$ cat src/hdl/assert_macros.svh
// ----------------------------------------------------------------------------
// assert_macros.svh
// Assertion shorthands shared by the console RTL.
// ----------------------------------------------------------------------------
`ifndef ASSERT_MACROS_SVH
`define ASSERT_MACROS_SVH

// The consequent must hold in the same cycle as the antecedent.
`define ASSERT_SAME(label, clk, rst_n, ante, cons, msg) \
  label: assert property (@(posedge clk) disable iff (!rst_n) (ante) |-> (cons)) \
    else $error(msg);

// The consequent must hold in the cycle after the antecedent.
`define ASSERT_NEXT(label, clk, rst_n, ante, cons, msg) \
  label: assert property (@(posedge clk) disable iff (!rst_n) (ante) |=> (cons)) \
    else $error(msg);

`endif

$ cat src/hdl/tcw_pkg.sv
// ----------------------------------------------------------------------------
// tcw_pkg
// Shared types, codes and constants of the text console writer.
// ----------------------------------------------------------------------------
package tcw_pkg;

  // Default screen geometry.
  localparam int DEF_COLUMNS  = 80;
  localparam int DEF_ROWS     = 25;
  localparam int DEF_TAB_STOP = 4;

  // Fixed field widths of the item streams.
  localparam int OP_W      = 2;
  localparam int CH_W      = 8;
  localparam int IDX_W     = 11;
  localparam int COL_OUT_W = 7;
  localparam int ROW_OUT_W = 5;
  localparam int POS_W     = 11;
  localparam int COLOR_W   = 8;

  localparam logic [COLOR_W-1:0] RESET_COLOR = 8'h07;

  // Operation codes.
  localparam logic [OP_W-1:0] OP_PUT   = 2'd0;
  localparam logic [OP_W-1:0] OP_CLEAR = 2'd1;
  localparam logic [OP_W-1:0] OP_READ  = 2'd2;

  // Character codes with special handling.
  localparam logic [CH_W-1:0] CH_TAB     = 8'd9;
  localparam logic [CH_W-1:0] CH_NEWLINE = 8'd10;
  localparam logic [CH_W-1:0] CH_RETURN  = 8'd13;
  localparam logic [CH_W-1:0] CH_SPACE   = 8'd32;
  localparam logic [CH_W-1:0] CH_NULL    = 8'd0;

  typedef enum logic [1:0] {
    KIND_PLAIN,
    KIND_NEWLINE,
    KIND_RETURN,
    KIND_TAB
  } ch_kind_e;

  typedef enum logic [2:0] {
    CUR_HOLD,
    CUR_HOME,
    CUR_CR,
    CUR_NEWLINE,
    CUR_ADVANCE
  } cur_cmd_e;

  typedef enum logic [3:0] {
    ST_INIT,
    ST_IDLE,
    ST_DISPATCH,
    ST_PUT,
    ST_SCROLL_COPY,
    ST_SCROLL_FLUSH,
    ST_SCROLL_BLANK,
    ST_CLEAR,
    ST_DONE
  } state_e;

  // Commands from the controller to the datapath.
  typedef struct packed {
    logic     latch;
    logic     ptr_clr;
    logic     copy_rd;
    logic     blank_wr;
    logic     init_wr;
    logic     wr_char;
    logic     tab_dec;
    logic     out_load;
    cur_cmd_e cur;
  } dp_cmd_t;

  // Status from the datapath to the controller.
  typedef struct packed {
    logic [OP_W-1:0] op;
    ch_kind_e        kind;
    logic            at_last_col;
    logic            at_last_row;
    logic            tab_one;
    logic            tab_zero;
    logic            ptr_last_copy;
    logic            ptr_last;
    logic            out_free;
  } dp_status_t;

endpackage

$ cat src/hdl/tcw_ctrl.sv
// ----------------------------------------------------------------------------
// tcw_ctrl
// Operation sequencer of the text console writer.
// ----------------------------------------------------------------------------
module tcw_ctrl (
  input  logic                clk_i,
  input  logic                rst_ni,
  input  logic                in_valid_i,
  output logic                in_ready_o,
  input  tcw_pkg::dp_status_t status_i,
  output tcw_pkg::dp_cmd_t    cmd_o
);
  import tcw_pkg::*;

  state_e state_q, state_d;
  logic   in_fire;
  logic   wrap_scroll;

  assign in_fire     = in_valid_i && in_ready_o;
  assign wrap_scroll = status_i.at_last_col && status_i.at_last_row;

  always_ff @(posedge clk_i or negedge rst_ni) begin
    if (!rst_ni) begin
      state_q <= ST_INIT;
    end else begin
      state_q <= state_d;
    end
  end

  // Next state.
  always_comb begin
    state_d = state_q;
    unique case (state_q)
      ST_INIT: begin
        if (status_i.ptr_last) state_d = ST_IDLE;
      end
      ST_IDLE: begin
        if (in_valid_i) state_d = ST_DISPATCH;
      end
      ST_DISPATCH: begin
        if (status_i.op == OP_PUT) begin
          unique case (status_i.kind)
            KIND_NEWLINE: state_d = status_i.at_last_row ? ST_SCROLL_COPY : ST_DONE;
            KIND_RETURN:  state_d = ST_DONE;
            default:      state_d = ST_PUT;
          endcase
        end else if (status_i.op == OP_CLEAR) begin
          state_d = ST_CLEAR;
        end else begin
          state_d = ST_DONE;
        end
      end
      ST_PUT: begin
        if (wrap_scroll) begin
          state_d = ST_SCROLL_COPY;
        end else if ((status_i.kind == KIND_TAB) && !status_i.tab_one) begin
          state_d = ST_PUT;
        end else begin
          state_d = ST_DONE;
        end
      end
      ST_SCROLL_COPY: begin
        if (status_i.ptr_last_copy) state_d = ST_SCROLL_FLUSH;
      end
      ST_SCROLL_FLUSH: begin
        state_d = ST_SCROLL_BLANK;
      end
      ST_SCROLL_BLANK: begin
        if (status_i.ptr_last) begin
          if ((status_i.kind == KIND_TAB) && !status_i.tab_zero) begin
            state_d = ST_PUT;
          end else begin
            state_d = ST_DONE;
          end
        end
      end
      ST_CLEAR: begin
        if (status_i.ptr_last) state_d = ST_DONE;
      end
      ST_DONE: begin
        if (status_i.out_free) state_d = ST_IDLE;
      end
      default: state_d = ST_INIT;
    endcase
  end

  // Outputs.
  always_comb begin
    cmd_o      = '0;
    cmd_o.cur  = CUR_HOLD;
    in_ready_o = 1'b0;
    unique case (state_q)
      ST_INIT: begin
        cmd_o.init_wr = 1'b1;
      end
      ST_IDLE: begin
        in_ready_o  = 1'b1;
        cmd_o.latch = in_valid_i;
      end
      ST_DISPATCH: begin
        if (status_i.op == OP_PUT) begin
          unique case (status_i.kind)
            KIND_NEWLINE: begin
              cmd_o.cur     = CUR_NEWLINE;
              cmd_o.ptr_clr = status_i.at_last_row;
            end
            KIND_RETURN: cmd_o.cur = CUR_CR;
            default: begin
            end
          endcase
        end else if (status_i.op == OP_CLEAR) begin
          cmd_o.cur     = CUR_HOME;
          cmd_o.ptr_clr = 1'b1;
        end
      end
      ST_PUT: begin
        cmd_o.wr_char = 1'b1;
        cmd_o.tab_dec = 1'b1;
        cmd_o.cur     = CUR_ADVANCE;
        cmd_o.ptr_clr = wrap_scroll;
      end
      ST_SCROLL_COPY: begin
        cmd_o.copy_rd = 1'b1;
      end
      ST_SCROLL_FLUSH: begin
      end
      ST_SCROLL_BLANK, ST_CLEAR: begin
        cmd_o.blank_wr = 1'b1;
      end
      ST_DONE: begin
        cmd_o.out_load = status_i.out_free;
      end
      default: begin
      end
    endcase
  end

  `include "assert_macros.svh"

  `ASSERT_NEXT(a_accept_dispatch, clk_i, rst_ni, in_fire, state_q == ST_DISPATCH, "accepted item not dispatched")
  `ASSERT_SAME(a_flush_after_copy, clk_i, rst_ni, state_q == ST_SCROLL_FLUSH, $past(state_q) == ST_SCROLL_COPY, "scroll flush without copy")
  `ASSERT_NEXT(a_load_returns_idle, clk_i, rst_ni, cmd_o.out_load, state_q == ST_IDLE, "result load did not end the item")

endmodule

$ cat config.mk
export PLATFORM = sky130hd
export DESIGN_NAME = tcw_ctrl
export DESIGN_NICKNAME = d
export VERILOG_FILES = /design/src/hdl/tcw_pkg.sv /design/src/hdl/tcw_ctrl.sv
export VERILOG_INCLUDE_DIRS = /design/src /design/src/hdl
export SDC_FILE = /design/constraint.sdc
export NUM_CORES = 1
export LEC_CHECK = 0
export ABC_AREA = 1
export BUFFER_PORTS_ARGS = -buffer_cell sky130_fd_sc_hd__buf_2
export CORE_AREA = 2 2 39 41
export DETAILED_ROUTE_END_ITERATION = 10
export DIE_AREA = 0 0 41 43
export GPL_TIMING_DRIVEN = 0
export PLACE_DENSITY_LB_ADDON = 0.2
export SETUP_SLACK_MARGIN = 0.2
export SYNTH_ARGS = -nofsm -noshare
export SYNTH_HDL_FRONTEND = slang
export SYNTH_SLANG_ARGS = --single-unit
$ cat constraint.sdc
create_clock -name clk_i -period 3.9 [get_ports clk_i]
set_clock_uncertainty 0.15 [all_clocks]
set_input_delay 0.39 -clock clk_i [delete_from_list [all_inputs] [get_ports clk_i]]
set_output_delay 0.39 -clock clk_i [all_outputs]
set_load 0.005 [all_outputs]
## Word-level counts from Yosys, hierarchy flattened

Cells that the tools add are included.

- Word-level logic and storage cells: 57
- Register bits after elaboration: 4
- Input port bits: 14

- Reduce and logical (&&, ||, !) cells: 9
- Eq/ne operators: 18
- Multiplexer cells: 29

Operator list:

| operator | number |
|---|---|
| 4-bit two-way mux | 12 |
| 4-bit case mux with 9 select lines | 1 |
| 4-bit by 3-bit equality test with 1-bit output (second input constant) | 4 |
| 2-bit inequality test (second input constant) | 6 |
| 1-bit two-way mux | 10 |
| 4-bit by 2-bit equality test with 1-bit output (second input constant) | 2 |
| 4-bit case mux with 2 select lines | 1 |
| 3-bit case mux with 2 select lines | 1 |
| 6-bit AND reduction | 1 |
| 2-bit by 1-bit equality test with 1-bit output (second input constant) | 2 |
| 2-bit equality test (second input constant) | 2 |
| 4-bit by 1-bit equality test with 1-bit output (second input constant) | 1 |
| 4-bit equality test (second input constant) | 1 |
| 4-bit zero test | 1 |
| 2-bit case mux with 2 select lines | 1 |
| 1-bit logical AND | 3 |
| 3-bit two-way mux | 1 |
| 1-bit zero test | 2 |
| 2-bit zero test | 1 |
| 2-bit two-way mux | 1 |
| 1-bit case mux with 2 select lines | 1 |
| 2-bit OR reduction | 1 |

## Depth between registers and ports, before layout

- Word-level depth: 5
- Gate-level depth with buffers: 10

## Worst setup path before layout

OpenSTA, ideal clock, no wires.

- Kind: input -> output
- Start point: in status_i[7] (netlist bit)
- End point: out cmd_o[1] (netlist bit)
- Path buffers: 0
- Cell stages on the path: 3
- Data arrival time: 1054 ps
- Path slack: 2306 ps
- Cells stage by stage: inv_1 -> ha_1 -> nor4_1

RTL lines:

| item | line | source |
|---|---|---|
| from (decl) | tcw_ctrl.sv:10 | `input tcw_pkg::dp_status_t status_i,` |
| to (decl) | tcw_ctrl.sv:11 | `output tcw_pkg::dp_cmd_t cmd_o` |

==> results_dict.tcl <==
set metrics [dict create \
    yosys.area.top_type_share 0.160 \
    outcome "finished clean" \
    rsz0062_at_grt "false" \
    via_per_inst 4.64 \
    ant_nets 0 \
    tns_ps 0 \
    routedWlPerCell_um 9.09 \
    netSwitchingPower_uw 195 \
    timing.fmax_mhz 505 \
    synth-seq-area-share 0.158 \
    hold_path_class "in -> async" \
    p_comb_frac 0.654 \
    num_vias 710 \
    clk_latency_ps 230 \
    ios 26 \
    cts-htree-levels 1 \
    slew_headroom 0.792 \
    grt_use_total 0.187 \
    cts_tree "built" \
    swShare 0.504 \
    die_w_um 41 \
    grt_pass1_wl_mm 2.28 \
    grt_max_degree 8 \
    nNetsFinal 157 \
    layout-drive-gt1-share 0.307 \
    hold_violations 0 \
    reg.largest.list "state_q: 4 flops" \
    die_y_um 43 \
    clock-sinks 4 \
    fin_crit_ps 1980 \
    slew_violations 0 \
    firstDrtPassIters 4 \
    p_per_area_nw_per_um2 477 \
    synth.distinct_cells 23 \
    first_global_vias 649 \
    antenna_cells 0 \
    largest_reg_flops 4 \
    r2r_cells 6 \
    area_delta_synth_final_pct 28.1 \
    netlist_area_um2 633 \
    place_ws_ps 2050 \
    drc 0 \
    post-route-util 0.586 \
    overflow 0 \
    syn_inst 108 \
    place_congestion 0.816 \
    worstSetupEndpoint "cmd_o[9]" \
    core_area_um2 1380 \
    p_leak_uw 0.000549 \
    startpoint_type "register" \
    dieArea_um2 1760 \
    crit_fanout 7 \
    cts_resized 0 \
    place.port_buffers 25 \
    pwr-share-seq 0.219 \
    vdd_drop_max_mv 0.306 \
    syn-mean-instance-area_um2 5.86 \
    cts_made_buffers 3 \
    postSynthNetCount 126 \
    r2r_slack_ps 2380 \
    crit_path_end_kind "output port" \
    arrival_ps 1440 \
    post-route-period-util 0.508 \
    drt_wl_total_mm 1.39 \
    row_count 14 \
    crit_path_start "state_q[2]$_DFFE_PN0P_" \
    timing.rr.start "state_q[1]$_DFFE_PN0P_" \
    drv_cap 0 \
    setup_violations 0 \
    initial_core_util 0.458 \
    fin_ws_ps 1920 \
    top_register "state_q" \
    intPower_uw 192 \
    ys_ff_latch 4 \
    critPathKind "reg -> out" \
    cp.required_ps 3360 \
    clockPowerShare 0.127 \
    reg2reg_to "state_q[2]$_DFFE_PN0P_" \
    antenna_found_initial 0 \
    synthTopCellsByArea "nand2_1 16%, dfrtp_1 16%, inv_1 13%" \
    worst_pin_slew_ps 311 \
    dp_hpwl_mm 1.22 \
    clk_pin_slew_ps 30 \
    synth_top_area_cell "nand2_1" \
    drt_iter0_drc 11 \
    yosys_warnings 0 \
    clockRootBuffer "clkbuf_4" \
    cts.path.max_buffers 2 \
]
[cell usage in the layout, fill, tap and decap left out]
master         instances
nand3b_1               1
buf_2                 25
nand3_2                2
nand3_4                1
nor2_2                 2
inv_2                  2
ha_1                   4
inv_1                 22
clkbuf_4               3
o21bai_1               1
nor2_4                 2
nand4_1                1
buf_4                  2
o21a_1                 1
dlygate4sd3_1          1
nand3_1                4
nand2_1               27
dfrtp_1                4
a21oi_4                1
nor4_1                 2
a21oi_1                1
nand2_2                2
nor3_1                 3
o21ai_0                4
nor2_1                18
nor2b_1                1
[per-layer routing]
| layer | global-route usage | vias up | routed length (um) |
|---|---|---|---|
| met1 | 0.184 | 307 | 564 |
| li1 | - | 384 | - |
| met2 | 0.366 | 19 | 788 |
| met3 | 0 | 0 | 39 |
| met4 | 0.0800 | 0 | 0 |
| met5 | 0 | - | 0 |
[through the flow]
stage	std cells	area, um2	total power, uW	hold slack, ps
final	153	811	387	345
after global routing	153	811	433	360
after CTS	153	811	393	327
after detailed placement	149	778	339	44.7
after global placement	149	778	333	43.6
after floorplan	108	633	265	-55.6
[layout make-up]
cell class | instances | area, um2
flip-flops and latches | 4 | 100
fillers | 151 | 573
multi-input cells | 78 | 428
plain buffers | 2 | 15.0
clock buffers | 3 | 22.5
repair buffers | 26 | 135
inverters | 24 | 90.1
well taps | 16 | 20.0
[worst max-delay path, cell delays in order, from the launching register on]
cell and delay (ps):
dfrtp_1 470, nor2_4 220, nand2_2 110, nor2_1 130
o21ai_0 100, nand2_1 60, buf_2 110
[worst min path at each step]
stage,slack (ps),cells past startpoint,end,startpoint
6_report,350,2,state_q[0]$_DFFE_PN0P_,rst_ni
5_1_grt,360,2,state_q[0]$_DFFE_PN0P_,rst_ni
4_1_cts,330,2,state_q[0]$_DFFE_PN0P_,rst_ni
3_5_place_dp,40,1,state_q[0]$_DFFE_PN0P_,rst_ni
3_3_place_gp,40,1,state_q[1]$_DFFE_PN0P_,rst_ni
2_1_floorplan,-60,0,state_q[0]$_DFFE_PN0P_,rst_ni
[cell usage after synthesis, drive strengths merged]
master,instances
a21oi,2
buf,2
dfrtp,4
ha,4
inv,24
nand2,29
nand3,7
nand3b,1
nand4,1
nor2,22
nor2b,1
nor3,3
nor4,2
o21a,1
o21ai,4
o21bai,1
[cell families after synthesis]
| kind of cell | count (synthesis) | share of synthesized area |
|---|---|---|
| AND/OR/NAND/NOR | 66 | 0.508 |
| buffers and inverters | 26 | 0.166 |
| AO/OA/AOI/OAI | 8 | 0.0889 |
| flip-flops | 4 | 0.158 |
| adder cells (fa/ha/maj) | 4 | 0.0791 |
[timing repair]
item | CTS | global route
hold buffers | 1 | 0
buffers inserted | 0 | 0
hold endpoints to repair | 4 | 0
[power by group through the flow]
| stage | Clock, uW | Combinational [uW] | Sequential [uW] |
|---|---|---|---|
| 3_3_place_gp | 0 | 248 | 85.1 |
| 4_1_cts | 53.1 | 255 | 84.5 |
| 3_5_place_dp | 0 | 254 | 85.0 |
| 5_1_grt | 53.9 | 291 | 87.6 |
| 2_1_floorplan | 0 | 185 | 80.0 |
| 6_report | 49.2 | 253 | 84.5 |
Note: power is estimated with default switching activity, not from simulation.
